==> config.mk <==
export PLATFORM = sky130hd
export DESIGN_NAME = binary_resolution_merge
export DESIGN_NICKNAME = d
export VERILOG_FILES = /design/src/rtl/brm_pkg.sv /design/src/rtl/binary_resolution_merge.sv /design/src/rtl/brm_store.sv /design/src/rtl/brm_datapath.sv /design/src/rtl/brm_ctrl.sv
export SDC_FILE = /design/constraint.sdc
export NUM_CORES = 1
export LEC_CHECK = 0
export ABC_AREA = 0
export ABC_CLOCK_PERIOD_IN_PS = 9480
export BUFFER_PORTS_ARGS = -buffer_cell sky130_fd_sc_hd__clkbuf_2
export CAP_MARGIN = 15
export CORE_MARGIN = 2
export CORE_UTILIZATION = 40
export DETAILED_ROUTE_END_ITERATION = 12
export PLACE_DENSITY = 0.62
export SYNTH_ARGS = -nofsm -noshare
export SYNTH_HDL_FRONTEND = slang
export SYNTH_SLANG_ARGS = --single-unit
==> constraint.sdc <==
create_clock -name clk -period 9.48 [get_ports clk]
set_clock_uncertainty 0.2 [all_clocks]
set_input_delay 0.948 -clock clk [delete_from_list [all_inputs] [get_ports clk]]
set_output_delay 0.948 -clock clk [all_outputs]
set_load 0.05 [all_outputs]
==> src/rtl/brm_pkg.sv <==
`default_nettype none
package brm_pkg;

  localparam int LIT_W  = 9;
  localparam int MODE_W = 2;
  localparam int STAT_W = 2;

  localparam int CLAUSE_CAPACITY_DEF = 16;
  localparam int VARIABLE_LIMIT      = 255;

  localparam logic [MODE_W-1:0] MODE_LOAD_FIRST  = 2'd0;
  localparam logic [MODE_W-1:0] MODE_LOAD_SECOND = 2'd1;
  localparam logic [MODE_W-1:0] MODE_RESOLVE     = 2'd2;

  localparam logic [STAT_W-1:0] ST_LITERAL    = 2'd0;
  localparam logic [STAT_W-1:0] ST_EMPTY      = 2'd1;
  localparam logic [STAT_W-1:0] ST_NO_PAIR    = 2'd2;
  localparam logic [STAT_W-1:0] ST_MANY_PAIRS = 2'd3;

  typedef struct packed {
    logic              load_first;
    logic              load_second;
    logic              clear;
    logic              scan_start;
    logic              scan_step;
    logic              merge_start;
    logic              adv_i;
    logic              adv_j;
    logic              take_pick;
    logic              push;
    logic              push_held;
    logic              push_last;
    logic [STAT_W-1:0] push_status;
  } dp_cmd_t;

  typedef struct packed {
    logic lit_ok;
    logic scan_done;
    logic pairs_zero;
    logic pairs_many;
    logic i_done;
    logic j_done;
    logic f_skip;
    logic s_skip;
    logic pick_first;
    logic dup;
    logic held_v;
    logic out_free;
  } dp_stat_t;

  function automatic logic [LIT_W-1:0] lit_mag(input logic signed [LIT_W-1:0] x);
    logic signed [LIT_W-1:0] n;
    n = -x;
    return x[LIT_W-1] ? LIT_W'(n) : LIT_W'(x);
  endfunction

endpackage
`default_nettype wire

==> src/rtl/binary_resolution_merge.sv <==
`default_nettype none
// Binary resolvent of two sorted clauses of signed 9-bit literals. A load
// transfer (mode 0 or 1) inserts one literal into its clause store; zero,
// out-of-range, duplicate and overflow literals are dropped. A resolve
// transfer (mode 2) first counts complementary pairs (one first-store
// literal against the whole second store per cycle), then one shared merge
// pointer pair consumes one stored literal per cycle unless the result side
// stalls. Results leave through a one-entry output register; the last one
// carries out_last. Both stores are empty after a resolve. A new transfer is
// taken only once the previous one is done.
module binary_resolution_merge import brm_pkg::*; #(
  parameter int CLAUSE_CAPACITY = CLAUSE_CAPACITY_DEF
) (
  input  wire logic                    clk,
  input  wire logic                    rst_n,
  input  wire logic                    in_valid,
  output logic                         in_ready,
  input  wire logic [MODE_W-1:0]       in_mode,
  input  wire logic signed [LIT_W-1:0] in_literal,
  output logic                         out_valid,
  input  wire logic                    out_ready,
  output logic signed [LIT_W-1:0]      out_literal,
  output logic [STAT_W-1:0]            out_status,
  output logic                         out_last
);

  dp_cmd_t  cmd;
  dp_stat_t stat;

  brm_ctrl u_ctrl (
    .clk      (clk),
    .rst_n    (rst_n),
    .in_valid (in_valid),
    .in_mode  (in_mode),
    .in_ready (in_ready),
    .stat     (stat),
    .cmd      (cmd)
  );

  brm_datapath #(.CAP(CLAUSE_CAPACITY)) u_dp (
    .clk         (clk),
    .rst_n       (rst_n),
    .cmd         (cmd),
    .stat        (stat),
    .in_literal  (in_literal),
    .out_ready   (out_ready),
    .out_valid   (out_valid),
    .out_literal (out_literal),
    .out_status  (out_status),
    .out_last    (out_last)
  );

endmodule
`default_nettype wire

==> src/rtl/brm_store.sv <==
`default_nettype none
module brm_store import brm_pkg::*; #(
  parameter int CAP   = CLAUSE_CAPACITY_DEF,
  parameter int CNT_W = $clog2(CAP + 1),
  parameter int IDX_W = (CAP > 1) ? $clog2(CAP) : 1
) (
  input  wire logic                    clk,
  input  wire logic                    rst_n,
  input  wire logic                    load,
  input  wire logic                    clear,
  input  wire logic signed [LIT_W-1:0] lit,
  input  wire logic [IDX_W-1:0]        rd_idx,
  output logic [CNT_W-1:0]             count,
  output logic signed [LIT_W-1:0]      rd_data,
  output logic signed [LIT_W-1:0]      entries [CAP]
);

  logic signed [LIT_W-1:0] entries_r   [CAP];
  logic signed [LIT_W-1:0] entries_nxt [CAP];
  logic [CNT_W-1:0]        count_r;
  logic [CAP-1:0]          lt;
  logic [CAP-1:0]          hit;
  logic                    full;
  logic                    do_ins;

  always_comb begin
    for (int k = 0; k < CAP; k++) begin
      lt[k]  = (CNT_W'(k) < count_r) && (entries_r[k] < lit);
      hit[k] = (CNT_W'(k) < count_r) && (entries_r[k] == lit);
    end
    full   = (count_r == CNT_W'(CAP));
    do_ins = load && !(|hit) && !full;
    // sorted insert: keep lower entries, place literal, shift the rest up
    entries_nxt[0] = lt[0] ? entries_r[0] : lit;
    for (int k = 1; k < CAP; k++) begin
      if (lt[k]) begin
        entries_nxt[k] = entries_r[k];
      end else if (lt[k-1]) begin
        entries_nxt[k] = lit;
      end else begin
        entries_nxt[k] = entries_r[k-1];
      end
    end
  end

  always_ff @(posedge clk) begin
    if (do_ins) begin
      entries_r <= entries_nxt;
    end
  end

  always_ff @(posedge clk) begin
    if (!rst_n) begin
      count_r <= '0;
    end else if (clear) begin
      count_r <= '0;
    end else if (do_ins) begin
      count_r <= count_r + 1'b1;
    end
  end

  assign count   = count_r;
  assign rd_data = entries_r[rd_idx];
  assign entries = entries_r;

endmodule
`default_nettype wire

==> src/rtl/brm_datapath.sv <==
`default_nettype none
module brm_datapath import brm_pkg::*; #(
  parameter int CAP = CLAUSE_CAPACITY_DEF
) (
  input  wire logic                    clk,
  input  wire logic                    rst_n,
  input  wire dp_cmd_t                 cmd,
  output dp_stat_t                     stat,
  input  wire logic signed [LIT_W-1:0] in_literal,
  input  wire logic                    out_ready,
  output logic                         out_valid,
  output logic signed [LIT_W-1:0]      out_literal,
  output logic [STAT_W-1:0]            out_status,
  output logic                         out_last
);

  localparam int CNT_W = $clog2(CAP + 1);
  localparam int IDX_W = (CAP > 1) ? $clog2(CAP) : 1;

  logic [CNT_W-1:0]          n1;
  logic [CNT_W-1:0]          n2;
  logic signed [LIT_W-1:0]   f_cur;
  logic signed [LIT_W-1:0]   s_cur;
  logic signed [LIT_W-1:0]   f_entries [CAP];
  logic signed [LIT_W-1:0]   s_entries [CAP];

  logic [CNT_W-1:0]          i_r;
  logic [CNT_W-1:0]          j_r;
  logic [LIT_W-1:0]          var_r;
  logic [1:0]                pairs_r;
  logic signed [LIT_W-1:0]   held_r;
  logic                      held_v_r;
  logic                      out_valid_r;
  logic signed [LIT_W-1:0]   out_literal_r;
  logic [STAT_W-1:0]         out_status_r;
  logic                      out_last_r;

  logic signed [LIT_W:0]     f_neg;
  logic [CAP-1:0]            mask;
  logic                      multi;
  logic signed [LIT_W-1:0]   pick;
  logic                      i_done;
  logic                      j_done;
  logic                      pick_first;

  brm_store #(.CAP(CAP)) u_first (
    .clk     (clk),
    .rst_n   (rst_n),
    .load    (cmd.load_first),
    .clear   (cmd.clear),
    .lit     (in_literal),
    .rd_idx  (i_r[IDX_W-1:0]),
    .count   (n1),
    .rd_data (f_cur),
    .entries (f_entries)
  );

  brm_store #(.CAP(CAP)) u_second (
    .clk     (clk),
    .rst_n   (rst_n),
    .load    (cmd.load_second),
    .clear   (cmd.clear),
    .lit     (in_literal),
    .rd_idx  (j_r[IDX_W-1:0]),
    .count   (n2),
    .rd_data (s_cur),
    .entries (s_entries)
  );

  always_comb begin
    // widened so that the most negative code does not alias on negation
    f_neg = -{f_cur[LIT_W-1], f_cur};
    for (int k = 0; k < CAP; k++) begin
      mask[k] = (CNT_W'(k) < n2) && ({s_entries[k][LIT_W-1], s_entries[k]} == f_neg);
    end
    multi      = (mask & (mask - 1'b1)) != '0;
    i_done     = (i_r >= n1);
    j_done     = (j_r >= n2);
    pick_first = j_done || (!i_done && (f_cur <= s_cur));
    pick       = pick_first ? f_cur : s_cur;
  end

  always_comb begin
    stat.lit_ok     = (in_literal != '0) &&
                      (32'(lit_mag(in_literal)) <= 32'(VARIABLE_LIMIT));
    stat.scan_done  = i_done;
    stat.pairs_zero = (pairs_r == 2'd0);
    stat.pairs_many = pairs_r[1];
    stat.i_done     = i_done;
    stat.j_done     = j_done;
    stat.f_skip     = (lit_mag(f_cur) == var_r);
    stat.s_skip     = (lit_mag(s_cur) == var_r);
    stat.pick_first = pick_first;
    stat.dup        = held_v_r && (pick == held_r);
    stat.held_v     = held_v_r;
    stat.out_free   = !out_valid_r || out_ready;
  end

  // walk pointers and pair count
  always_ff @(posedge clk) begin
    if (!rst_n) begin
      i_r      <= '0;
      j_r      <= '0;
      pairs_r  <= 2'd0;
      held_v_r <= 1'b0;
    end else begin
      if (cmd.scan_start || cmd.merge_start) begin
        i_r <= '0;
      end else if (cmd.scan_step || cmd.adv_i) begin
        i_r <= i_r + 1'b1;
      end
      if (cmd.merge_start) begin
        j_r <= '0;
      end else if (cmd.adv_j) begin
        j_r <= j_r + 1'b1;
      end
      if (cmd.scan_start) begin
        pairs_r <= 2'd0;
      end else if (cmd.scan_step && (mask != '0)) begin
        pairs_r <= ((pairs_r != 2'd0) || multi) ? 2'd2 : 2'd1;
      end
      if (cmd.merge_start) begin
        held_v_r <= 1'b0;
      end else if (cmd.take_pick) begin
        held_v_r <= 1'b1;
      end
    end
  end

  always_ff @(posedge clk) begin
    if (cmd.scan_step && (mask != '0)) begin
      var_r <= lit_mag(f_cur);
    end
    if (cmd.take_pick) begin
      held_r <= pick;
    end
  end

  // result register
  always_ff @(posedge clk) begin
    if (!rst_n) begin
      out_valid_r <= 1'b0;
    end else if (cmd.push) begin
      out_valid_r <= 1'b1;
    end else if (out_ready) begin
      out_valid_r <= 1'b0;
    end
  end

  always_ff @(posedge clk) begin
    if (cmd.push) begin
      out_literal_r <= cmd.push_held ? held_r : '0;
      out_status_r  <= cmd.push_status;
      out_last_r    <= cmd.push_last;
    end
  end

  assign out_valid   = out_valid_r;
  assign out_literal = out_literal_r;
  assign out_status  = out_status_r;
  assign out_last    = out_last_r;

endmodule
`default_nettype wire

==> src/rtl/brm_ctrl.sv <==
`default_nettype none
module brm_ctrl import brm_pkg::*; (
  input  wire logic              clk,
  input  wire logic              rst_n,
  input  wire logic              in_valid,
  input  wire logic [MODE_W-1:0] in_mode,
  output logic                   in_ready,
  input  wire dp_stat_t          stat,
  output dp_cmd_t                cmd
);

  localparam logic [1:0] S_IDLE   = 2'd0;
  localparam logic [1:0] S_SCAN   = 2'd1;
  localparam logic [1:0] S_MERGE  = 2'd2;
  localparam logic [1:0] S_FINISH = 2'd3;

  logic [1:0] state_r;
  logic [1:0] state_nxt;
  logic       accept;

  assign in_ready = (state_r == S_IDLE);
  assign accept   = in_valid && in_ready;

  always_comb begin
    cmd       = '0;
    state_nxt = state_r;
    case (state_r)
      S_IDLE: begin
        if (accept) begin
          case (in_mode)
            MODE_LOAD_FIRST:  cmd.load_first  = stat.lit_ok;
            MODE_LOAD_SECOND: cmd.load_second = stat.lit_ok;
            MODE_RESOLVE: begin
              cmd.scan_start = 1'b1;
              state_nxt      = S_SCAN;
            end
            default: ;
          endcase
        end
      end
      S_SCAN: begin
        if (!stat.scan_done) begin
          cmd.scan_step = 1'b1;
        end else if (!stat.pairs_zero && !stat.pairs_many) begin
          cmd.merge_start = 1'b1;
          state_nxt       = S_MERGE;
        end else if (stat.out_free) begin
          cmd.push        = 1'b1;
          cmd.push_last   = 1'b1;
          cmd.push_status = stat.pairs_zero ? ST_NO_PAIR : ST_MANY_PAIRS;
          cmd.clear       = 1'b1;
          state_nxt       = S_IDLE;
        end
      end
      S_MERGE: begin
        if (!stat.i_done && stat.f_skip) begin
          cmd.adv_i = 1'b1;
        end else if (!stat.j_done && stat.s_skip) begin
          cmd.adv_j = 1'b1;
        end else if (stat.i_done && stat.j_done) begin
          state_nxt = S_FINISH;
        end else if (stat.dup) begin
          cmd.adv_i = stat.pick_first;
          cmd.adv_j = !stat.pick_first;
        end else if (!stat.held_v || stat.out_free) begin
          // held literal is not the last one, send it on
          cmd.push        = stat.held_v;
          cmd.push_held   = 1'b1;
          cmd.push_status = ST_LITERAL;
          cmd.take_pick   = 1'b1;
          cmd.adv_i       = stat.pick_first;
          cmd.adv_j       = !stat.pick_first;
        end
      end
      S_FINISH: begin
        if (stat.out_free) begin
          cmd.push        = 1'b1;
          cmd.push_held   = stat.held_v;
          cmd.push_last   = 1'b1;
          cmd.push_status = stat.held_v ? ST_LITERAL : ST_EMPTY;
          cmd.clear       = 1'b1;
          state_nxt       = S_IDLE;
        end
      end
      default: state_nxt = S_IDLE;
    endcase
  end

  always_ff @(posedge clk) begin
    if (!rst_n) begin
      state_r <= S_IDLE;
    end else begin
      state_r <= state_nxt;
    end
  end

endmodule
`default_nettype wire

# ---- After elaboration in Yosys (flattened, before gate mapping)
# Index checks and enable logic that the tools add are counted.
dict set report totals {
  out_inout_bits 14
  ff_bits 344
}
dict set report classes {
  n_lt_le_gt_ge 70
  reduce_logical 157
  bitwise_logic 36
  n_eq_ne 64
  mux 87
  add_sub_neg 9
}
# op n
set op_table {}
lappend op_table {{9-bit 2-to-1 mux} 38}
lappend op_table {{9-bit equality test} 35}
lappend op_table {{9-bit less-than comparator} 32}
lappend op_table {{10-bit equality test} 16}
lappend op_table {{1-bit logical AND} 93}
lappend op_table {{4-bit by 5-bit less-than comparator with 1-bit output (first input constant)} 16}
lappend op_table {{9-bit binary-select mux with 4-bit select} 2}
lappend op_table {{2-bit AND reduction} 32}
lappend op_table {{3-bit by 5-bit less-than comparator with 1-bit output (first input constant)} 8}
lappend op_table {{1-bit NOT} 33}
lappend op_table {{16-bit nonzero test} 2}
lappend op_table {{16-bit OR reduction} 2}
lappend op_table {{9-bit negation} 3}
lappend op_table {{2-bit 2-to-1 mux} 13}
lappend op_table {{5-bit by 1-bit adder with 5-bit output (second input constant)} 4}
lappend op_table {{1-bit by 5-bit less-than comparator with 1-bit output (first input constant)} 4}
lappend op_table {{2-bit by 5-bit less-than comparator with 1-bit output (first input constant)} 4}
lappend op_table {{1-bit 2-to-1 mux} 18}
lappend op_table {{3-bit 2-to-1 mux} 6}
lappend op_table {{16-bit bitwise AND} 1}
lappend op_table {{16-bit by 1-bit subtractor with 16-bit output (second input constant)} 1}
lappend op_table {{5-bit 2-to-1 mux} 3}
lappend op_table {{1-bit logical NOT} 11}
lappend op_table {{5-bit equality test (second input constant)} 2}
lappend op_table {{other kinds (21)} 44}

# ---- Longest topological paths before layout
# Gate-level depths: netlist of run 1.
dict set report logic_depth {
  word_depth 16
  depth_mapped 29
}

# ---- Cells and area by module
# Synthesis of run 1 repeated with hierarchy kept, for this count alone.
dict set report hier_totals {
  hier_cells 2446
  area_unflattened_um2 28174.5
}
# mod area_per_inst_um2 cells_each n_inst
set by_module_without_submodules {}
lappend by_module_without_submodules {{brm_store (u_dp.u_first)} 10989.3 872 1}
lappend by_module_without_submodules {{brm_store (u_dp.u_second)} 10879.2 854 1}
lappend by_module_without_submodules {brm_datapath 5968.2 671 1}
lappend by_module_without_submodules {brm_ctrl 337.8 49 1}

# ---- Least setup slack after synthesis of run 1
# OpenSTA, ideal clock, no wires.
dict set report synth_path {
  path_type {reg-to-reg}
  from {register u_dp.i_r[1]}
  to {register u_dp.var_r[0] (enable)}
  arrival_ps 6025
  path_stages_with_launch 26
  setup_slack_ps 2875
  setup_time_ps 380
  t_required_ps 8900
  n_path_buf 7
  path_cell_list {dfxtp_1 -> buf_6 -> buf_12 -> buf_12 -> buf_12 -> buf_8 -> mux4_2 -> mux4_2 -> inv_1 -> ha_1 -> inv_1 -> or3_4 -> a21oi_4 -> buf_12 -> inv_1 -> nor2_1 -> ha_1 -> inv_1 -> and2_1 -> a21boi_1 -> clkbuf_1 -> a22oi_1 -> or4_1 -> nand3_1 -> nor4_1 -> a21oi_1}
}
dict set report synth_via {
  elab_chain_len 9
  word_cells_on_any_way 42
  classes_between {add/sub: 1; order compare: 1; eq/ne: 16; mux: 5; bitwise: 1; reduce/logical: 18}
}
# item line
set synth_rtl {}
lappend synth_rtl {{from (decl)} brm_datapath.sv:27} ;# logic [CNT_W-1:0] i_r;
lappend synth_rtl {{from (signal assigned)} brm_datapath.sv:110} ;# i_r <= i_r + 1'b1;
lappend synth_rtl {{4-bit NOT with 5-bit output (implied by the code)} brm_store.sv:63} ;# assign rd_data = entries_r[rd_idx];
lappend synth_rtl {{9-bit binary-select mux with 4-bit select} brm_store.sv:63}
lappend synth_rtl {{9-bit 2-to-1 mux (implied by the code) (2 in series)} brm_store.sv:63}
lappend synth_rtl {{10-bit negation} brm_datapath.sv:72} ;# f_neg = -{f_cur[LIT_W-1], f_cur};
lappend synth_rtl {{10-bit equality test} brm_datapath.sv:74} ;# mask[k] = (CNT_W'(k) < n2) && ({s_entries[k][LIT_W-1], s_entries[k]} == f_neg);
lappend synth_rtl {{1-bit logical AND} brm_datapath.sv:74}
lappend synth_rtl {{16-bit nonzero test} brm_datapath.sv:131} ;# if (cmd.scan_step && (mask != '0)) begin
lappend synth_rtl {{1-bit logical AND *} brm_datapath.sv:131}
lappend synth_rtl {{to (signal assigned)} brm_datapath.sv:132} ;# var_r <= lit_mag(f_cur);
lappend synth_rtl {{to (decl)} brm_datapath.sv:29} ;# logic [LIT_W-1:0] var_r;
# Mark *: on every way between the ends. The rest lies on a longest branch, timed or not. The select of a mux whose other input is x is not followed.
# A chain may end at the register's enable or synchronous reset.

# ---- Worst setup path after layout of run 1
dict set report layout_path {
  from {register u_dp.i_r[1]}
  to {register u_dp.pairs_r[1]}
}
dict set report layout_via {
  elab_chain_len 12
  word_cells_on_any_way 47
  classes_between {add/sub: 2; order compare: 1; eq/ne: 16; mux: 6; bitwise: 2; reduce/logical: 20}
}
# item line
set layout_rtl {}
lappend layout_rtl {{4-bit NOT with 5-bit output (implied by the code)} brm_store.sv:63}
lappend layout_rtl {{9-bit binary-select mux with 4-bit select} brm_store.sv:63}
lappend layout_rtl {{9-bit 2-to-1 mux (implied by the code) (2 in series)} brm_store.sv:63}
lappend layout_rtl {{10-bit negation} brm_datapath.sv:72}
lappend layout_rtl {{10-bit equality test} brm_datapath.sv:74}
lappend layout_rtl {{1-bit logical AND} brm_datapath.sv:74}
lappend layout_rtl {{16-bit by 1-bit subtractor with 16-bit output} brm_datapath.sv:76} ;# multi = (mask & (mask - 1'b1)) != '0;
lappend layout_rtl {{16-bit bitwise AND} brm_datapath.sv:76}
lappend layout_rtl {{16-bit nonzero test} brm_datapath.sv:76}
lappend layout_rtl {{1-bit logical OR} brm_datapath.sv:120} ;# pairs_r <= ((pairs_r != 2'd0) || multi) ? 2'd2 : 2'd1;
lappend layout_rtl {{2-bit 2-to-1 mux} brm_datapath.sv:120}
lappend layout_rtl {{to (signal assigned)} brm_datapath.sv:120}
lappend layout_rtl {{to (decl)} brm_datapath.sv:30} ;# logic [1:0] pairs_r;
# Parallel ways exist; a longest one is shown, timed or not. The select of a mux whose other input is x is not followed.

==> results by group, run 1 <==
Power
  • Peak VDD IR: 145.3 uV
  • Leak pwr: 11.44 nW
  • Power per cell area: 126.8 nW/um^2

Detailed routing
  • Iteration-0 DRC Markers: 2,755
  • Drt first pass iters: 9
  • DR vias/cell: 6.499
  • Total Routed Length: 106,700 um
  • DRC viols: 0
  • WL/cell: 29.60 um
  • DR vias: 23,420
  • Antenna-violating nets left: 0

Worst setup path
  • Startpoint Class: flip-flop
  • Cell mode on critical path: inv_1
  • Critical path's slowest cell: dfxtp_2
  • WP data arrival: 7.91 ns
  • CP max FO: 36
  • Crit path cell chain: mux4_1, mux4_2, inv_1, ha_1, inv_1, or3_4, a21oi_4, buf_4, inv_1, nor2_1, ha_1, inv_1, and2_1, a21boi_1, buf_4, a22oi_1, nor4_1, nor3b_1, nor3b_2, a21oi_1, nor2_1, nor3b_2
  • Data required, critical path: 9.79 ns
  • Largest stage delay, worst path: 0.90 ns
  • Critical path class: reg2reg
  • CP Capture Type: flip-flop

Floorplanning
  • Boundary Pins: 29
  • Initial Util: 0.4034
  • Die Span X: 272.3 um
  • Chip Height: 272.3 um
  • Die area: 74,130 sq um
  • FP Rows: 98
  • Core area: 71,360 sq um

Synth
  • Post-synth top cells: edfxtp_1, ha_1, mux2_2
  • YS warnings: 0
  • Top-area cell type share of the netlist area: 0.3317
  • Cells after synthesis: 2,624
  • Most frequent cell after synthesis: edfxtp_1
  • Post-Syn Area: 28,790 sq um
  • Async SR Flop Fraction: 0
  • Synth top area cells: edfxtp_1, ha_1, mux2_2
  • Seq/Total Area, Yosys: 0.3498
  • EDFF count, synth: 318
  • FF+latch count, synth: 344
  • Synth cell types: 89
  • Synthesized Nets: 2,956
  • Syn Area/Cell: 10.97 sq um
  • Synth area leader: edfxtp_1
  • Top FF cell, synth: edfxtp_1

Clock tree
  • Post-cts hold buffer count: 0
  • Clk root buf: clkbuf_16
  • Sinks on Clock Net: 344
  • TritonCTS clock tree: yes
  • Clk buf depth: 3
  • CTS H-tree depth: 2
  • Cts bufs inserted: 41
  • CTS-repair resized insts: 0
  • Setup Buffers After CTS: 0
  • Worst-path clk slew: 0.05 ns
  • Clk_lat worst skew: 0.61 ns

Layout
  • Register Area: 10,070 sq um
  • Nets@finish: 2,951
  • Area Overhead vs Synth: 8.602%
  • Multi-input combinational cell area: 17,700 sq um
  • Layout cell share with drive strength beyond 1: 0.1784
  • Non-filler instance count after layout: 3,604
  • FILL cells: 6,647
  • Fin area: 31,260 sq um
  • Post-layout utilization of the core: 0.4381

Run status
  • Status: finished clean

STA
  • Setup-failing EPs final: 0
  • Setup TNS: 0 ns
  • F_max: 131.5 MHz
  • Fin. Hold Viols: 0
  • Worst-Margin Slew: 1.143 ns
  • Slew Limit Fails: 0
  • Min Tclk post-route: 7.602 ns
  • Unrepaired setup endpoints after global routing: false
  • Max_slew headroom: 0.2382
  • Final worst-path cycle share: 0.8019

GRT
  • Vias in the first global route: 22,880
  • GRT Total Usage: 0.2833
  • Largest net degree at the start of global routing: 43
  • Antenna violations before repair: 3
  • Aggregate global routing overflow: 0
  • Global-route wire length before repair: 155,400 um

Flow run
  • Max cap viols: 0

Placed design
  • DPL Wire Length: 77,520 um
  • PortBufs: 28
  • Post-Place Cells: 3,522
  • Area of placed instances: 29,830 sq um
  • RePlAce Congestion: 1.012

Min path
  • Worst hold path type: reg2reg
[routing by layer]
layer	vias to the layer above	global-route usage	routed length, um
li1	10030	-	-
met1	11610	0.3877	44260
met2	1437	0.4361	46400
met3	352	0.05034	10130
met4	0	0.1307	5871
met5	-	0	0
[where the power goes]
| part | leakage [nW] | switching, W | internal (W) |
|---|---|---|---|
| combinational | 7.64 | 0.000312 | 0.000202 |
| clock | 0.672 | 0.000707 | 0.000981 |
| sequential | 3.12 | 0.0000643 | 0.00170 |
[area by class of cell]
| class | count | share of cell area |
|---|---|---|
| Timing Repair Buffer | 82 | 0.01749 |
| Antenna cell | 2 | 0.0001601 |
| Tap cell | 950 | 0.03802 |
| Inverter | 95 | 0.01141 |
| Multi-Input combinational cell | 2055 | 0.5661 |
| Sequential cell | 344 | 0.3222 |
| Clock buffer | 49 | 0.03446 |
| Clock inverter | 27 | 0.01013 |
[stage by stage]
step | total power [W] | hold slack, ns | setup slack (ns)
after global routing | 0.004073 | 0.3468 | 1.416
after CTS | 0.003963 | 0.3108 | 1.928
after global placement | 0.002268 | 0.3068 | 2.163
final | 0.003964 | 0.3229 | 1.878
after floorplan | 0.002095 | 0.2579 | 2.875
after detailed placement | 0.002288 | 0.3030 | 1.963
[critical path: cells and delay by family, from the launching register on]
kind	cells	cell delay, ns
AO/OA/AOI/OAI	4	1.19
adder cells (fa/ha/maj)	2	0.56
buffers and inverters	6	1.35
flip-flops	1	0.90
multiplexers	2	1.28
AND/OR/NAND/NOR	8	2.00
[registers in the layout (all words and copies together) (netlist names), 5 cells and up]
signal and cells:
u_dp.u_second.entries 144, u_dp.held_r 9, u_dp.u_second.count 5, u_dp.u_first.count 5
u_dp.var_r 9, u_dp.i_r 5, u_dp.u_first.entries 144, u_dp.out_literal 9
u_dp.j_r 5
[logic make-up after synthesis]
family                     synth area share
muxes                                0.1681
xor gates and xnor gates            0.06455
and+or+nand+nor                      0.1406
buffers and inverters               0.03595
adders and majority gates            0.1385
AOI/OAI and AO/OA                    0.1025
DFF                                  0.3498
[worst paths after layout]
| kind | start | endpoint | slack (ns) | depth (start not counted) |
|---|---|---|---|---|
| worst max register to register | u_dp.i_r[1] | u_dp.pairs_r[1] | 1.88 | 22 |
| worst min-delay path | u_dp.pairs_r[0] | u_dp.pairs_r[0] | 0.32 | 2 |
| worst min register to register | u_dp.pairs_r[0] | u_dp.pairs_r[0] | 0.32 | 2 |
| worst max-delay path | u_dp.i_r[1] | u_dp.pairs_r[1] | 1.88 | 22 |
[placed cells by master (no fill, tap or decap), drive strengths merged, types with 14 or more instances in the layout]
master and instances:
clkbuf 78, nand4 58, xnor2 77, dfxtp 26, clkinv 27, o21ai 147
nand3 88, nor2b 90, nor3 47, xor2 43, nor2 140, buf 53
ha 317, and2 23, o21a 75, nand2 137, mux2 238, inv 86
mux4 77, o211ai 14, or3 16, nor4 44, edfxtp 318, mux2i 33
nand2b 69, xnor3 34, a21oi 119
No activity file was read; power rests on OpenSTA's default activity.
==> run 2, diff against run 1 <==
--- a/config.mk
+++ b/config.mk
@@ -5,8 +5,8 @@
 export SDC_FILE = /design/constraint.sdc
 export NUM_CORES = 1
 export LEC_CHECK = 0
-export ABC_AREA = 0
-export ABC_CLOCK_PERIOD_IN_PS = 9480
+export ABC_AREA = 1
+export ABC_CLOCK_PERIOD_IN_PS = 7300
 export BUFFER_PORTS_ARGS = -buffer_cell sky130_fd_sc_hd__clkbuf_2
 export CAP_MARGIN = 15
 export CORE_MARGIN = 2
==> constraint.sdc (replaced) <==
create_clock -name clk -period 7.3 [get_ports clk]
set_clock_uncertainty 0.2 [all_clocks]
set_input_delay 0.73 -clock clk [delete_from_list [all_inputs] [get_ports clk]]
set_output_delay 0.73 -clock clk [all_outputs]
set_load 0.05 [all_outputs]
==> run 2 against run 1 <==
Clock power increased by 30%. Global-route usage increased by 0.35 points. Setup slack got worse by 0.63 ns. Worst hold slack got worse by 0.14 ns. Flip-flop and latch count unchanged. Power increased by 29%. Via count increased by 18%. Critical endpoint is now u_dp.j_r[0].
==> results by group, run 2 <==
Run status
  • Status: finished clean

Power
  • Power per cell area: 164.7 nW/um^2 (+30%)
  • Peak VDD IR: 152.1 uV (+4.7%)
  • Total power: 0.005111 W (+29%)
  • Leak pwr: 13.82 nW (+21%)

Worst setup path
  • CP max FO: 68 (+89%)
  • Largest stage delay, worst path: 0.86 ns (-0.04 ns)
  • Worst reg-to-reg setup slack: 1.25 ns (-0.63 ns)
  • Critical path class: reg2reg
  • CP startpoint: u_dp.i_r[0]
  • CP Capture Type: flip-flop
  • Data required, critical path: 7.55 ns (-2.24 ns)
  • Cell mode on critical path: nand2_1
  • Kind of cell adding the most delay to the critical path: simple AND/OR/NAND/NOR gates
  • Worst r2r dst: u_dp.j_r[0]
  • Critical path's slowest cell: dfxtp_2
  • Reg2Reg Depth: 25 (+14%)
  • FF-to-FF Start: u_dp.i_r[0]
  • Startpoint Class: flip-flop
  • CP Buf/Inv Count: 2 (-4)
  • WP data arrival: 6.30 ns (-1.61 ns)

Min path
  • WHS Endpoint: u_dp.out_valid
  • Worst hold path type: in2reg
  • Hold_sp: rst_n
  • Hold Path Stages: 3 (+1)

Clock tree
  • Setup Buffers After CTS: 0 (unchanged)
  • CTS-repair resized insts: 0 (unchanged)
  • Clk root buf: clkbuf_16
  • Sinks on Clock Net: 344 (unchanged)
  • TritonCTS clock tree: yes
  • Clk buf depth: 3 (unchanged)
  • Post-cts hold buffer count: 0 (unchanged)
  • CTS H-tree depth: 2 (unchanged)
  • Worst-path clk slew: 0.06 ns (about the same)
  • Cts bufs inserted: 43 (+4.9%)
  • Clk_lat worst skew: 0.59 ns (-0.02 ns)

Floorplanning
  • Die Span X: 271.3 um (-0.35%)
  • Die area: 73,600 sq um (-0.70%)
  • FP Rows: 98 (unchanged)
  • Boundary Pins: 29 (unchanged)
  • Initial Util: 0.4019 (-0.001494)
  • Chip Height: 271.3 um (-0.35%)
  • Core area: 71,120 sq um (-0.34%)

GRT
  • Global-route wire length before repair: 160,800 um (+3.5%)
  • Largest net degree at the start of global routing: 69 (+60%)
  • Vias in the first global route: 25,210 (+10%)
  • Aggregate global routing overflow: 0 (unchanged)
  • GRT Total Usage: 0.2868 (+0.003490)
  • Antenna violations before repair: 2 (-1)

STA
  • Max_slew headroom: 0.1684 (-0.06973)
  • Setup TNS: 0 ns (unchanged)
  • Unrepaired setup endpoints after global routing: false
  • Fin. Hold Viols: 0 (unchanged)
  • F_max: 165.3 MHz (+26%)
  • Slew Limit Fails: 0 (unchanged)
  • Setup-failing EPs final: 0 (unchanged)
  • Worst-Margin Slew: 1.231 ns (+0.08848 ns)
  • Final worst-path cycle share: 0.8287 (+0.02686)
  • Min Tclk post-route: 6.050 ns (-1.552 ns)

Synth
  • YS warnings: 0 (unchanged)
  • Synth cell types: 63 (-29%)
  • Synthesized Nets: 4,139 (+40%)
  • Syn Area/Cell: 7.507 sq um (-32%)
  • Post-synth top cells: nand2_1, o21ai_0, nor2_1
  • Most frequent cell after synthesis: nand2_1
  • Top FF cell, synth: edfxtp_1
  • Cells after synthesis: 3,807 (+45%)
  • FF+latch count, synth: 344 (unchanged)
  • Top-area cell type share of the netlist area: 0.3341 (+0.002382)
  • Async SR Flop Fraction: 0 (unchanged)
  • Synth top area cells: edfxtp_1, ha_1, nand2_1
  • Post-Syn Area: 28,580 sq um (-0.71%)
  • Synth area leader: edfxtp_1
  • EDFF count, synth: 318 (unchanged)
  • Seq/Total Area, Yosys: 0.3523 (+0.002512)

Placed design
  • RePlAce Congestion: 1.047 (+3.4%)
  • Post-Place Cells: 4,695 (+33%)
  • Area of placed instances: 29,620 sq um (-0.71%)
  • PortBufs: 28 (unchanged)
  • DPL Wire Length: 77,780 um (+0.33%)

Detailed routing
  • DR vias/cell: 5.771 (-11%)
  • Top Metal Used: met5
  • Drt first pass iters: 8 (-1)
  • DRC viols: 0 (unchanged)
  • DR vias: 27,560 (+18%)
  • Iteration-0 DRC Markers: 4,022 (+46%)
  • Antenna-violating nets left: 0 (unchanged)
  • Met1 Wirelength: 45,970 um (+3.9%)
  • Met2 wire len: 45,150 um (-2.7%)
  • WL/cell: 22.62 um (-24%)
  • Met3 WL: 11,740 um (+16%)
  • Total Routed Length: 108,100 um (+1.3%)

Layout
  • Fin area: 31,030 sq um (-0.74%)
  • Non-filler instance count after layout: 4,776 (+33%)
  • Nets@finish: 4,122 (+40%)
  • Layout cell share with drive strength beyond 1: 0.06276 (-0.1156)
  • Post-layout utilization of the core: 0.4363 (-0.001762)
  • Commonest non-fill, non-tap cells in the layout: nand2_1, o21ai_0, nor2_1
  • Area Overhead vs Synth: 8.568% (about the same)
  • Leading cell type in the layout, fill and taps excluded: nand2_1

Flow run
  • Max cap viols: 0 (unchanged)
==> run 2: changes by cell type in the layout (fill, tap and decap cells not counted), sizes merged, moves of 66 or more <==
cell and change:
a21oi +105, inv +278, mux2 -238, mux4 -77
nand2 +877, nand2b -69, nand3 +164, nor2 +221
nor2b -90, o21ai +324, xnor2 -66
==> run 2: worst max-delay path by stage <==
stage,endpoint,depth (start not counted),slack (ns)
after floorplan,u_dp.u_second.entries[100],15,2.63
after global placement,u_dp.u_first.entries[0],11,1.29
after detailed placement,u_dp.u_first.entries[0],11,1.32
after CTS,u_dp.out_literal[8],23,1.41
after global routing,u_dp.j_r[0],25,0.61
final,u_dp.j_r[0],25,1.25
==> run 2: tightest hold or removal path, cell delays in order <==
cell and delay, ns:
clkbuf_2 0.12, nand2_1 0.06, inv_1 0.04
==> run 2: cell families (layout without fill, tap and decap cells) <==
| kind of cell | Yosys count | in the layout | share of synthesized area |
|---|---|---|---|
| flops | 344 | 344 | 0.3523 |
| other cells | 0 | 2 | 0 |
| simple gates | 1754 | 1754 | 0.2588 |
| compound gates | 831 | 831 | 0.1602 |
| buf+inv | 516 | 533 | 0.07512 |
| fa+ha+maj | 317 | 317 | 0.1388 |
| xor+xnor | 45 | 45 | 0.01475 |
==> run 2: per-layer routing <==
metal / track usage / vias up
li1: - / 12970
met1: 0.4064 / 12760
met2: 0.4283 / 1526
met3: 0.05184 / 308
met4: 0.1204 / 2
met5: 0 / -
==> run 2: cell type report <==
| type | instances | area, sq um |
|---|---|---|
| multi-input cells | 2947 | 16370 |
| flip-flops and latches | 344 | 10070 |
| well taps | 950 | 1189 |
| inverters | 370 | 1391 |
| repair buffers | 84 | 598.1 |
| clock inverters | 25 | 265.3 |
| clock buffers | 54 | 1139 |
| fillers | 7260 | 40090 |
| diodes | 2 | 5.005 |
==> run 2: metrics by stage <==
step                      setup WS [ns]  hold WS, ns
after CTS                         1.406       0.1624
final                             1.250       0.1811
after detailed placement          1.320       0.3046
after global placement            1.293       0.3008
after global routing             0.6121       0.1909
after floorplan                   2.629       0.2665
==> run 2: where the power goes <==
part | internal (W) | leakage [nW] | switching, W
Clock | 0.00128 | 0.691 | 0.000912
Sequential | 0.00220 | 3.12 | 0.0000572
Combinational | 0.000204 | 10.0 | 0.000450
Total | 0.00369 | 13.8 | 0.00142
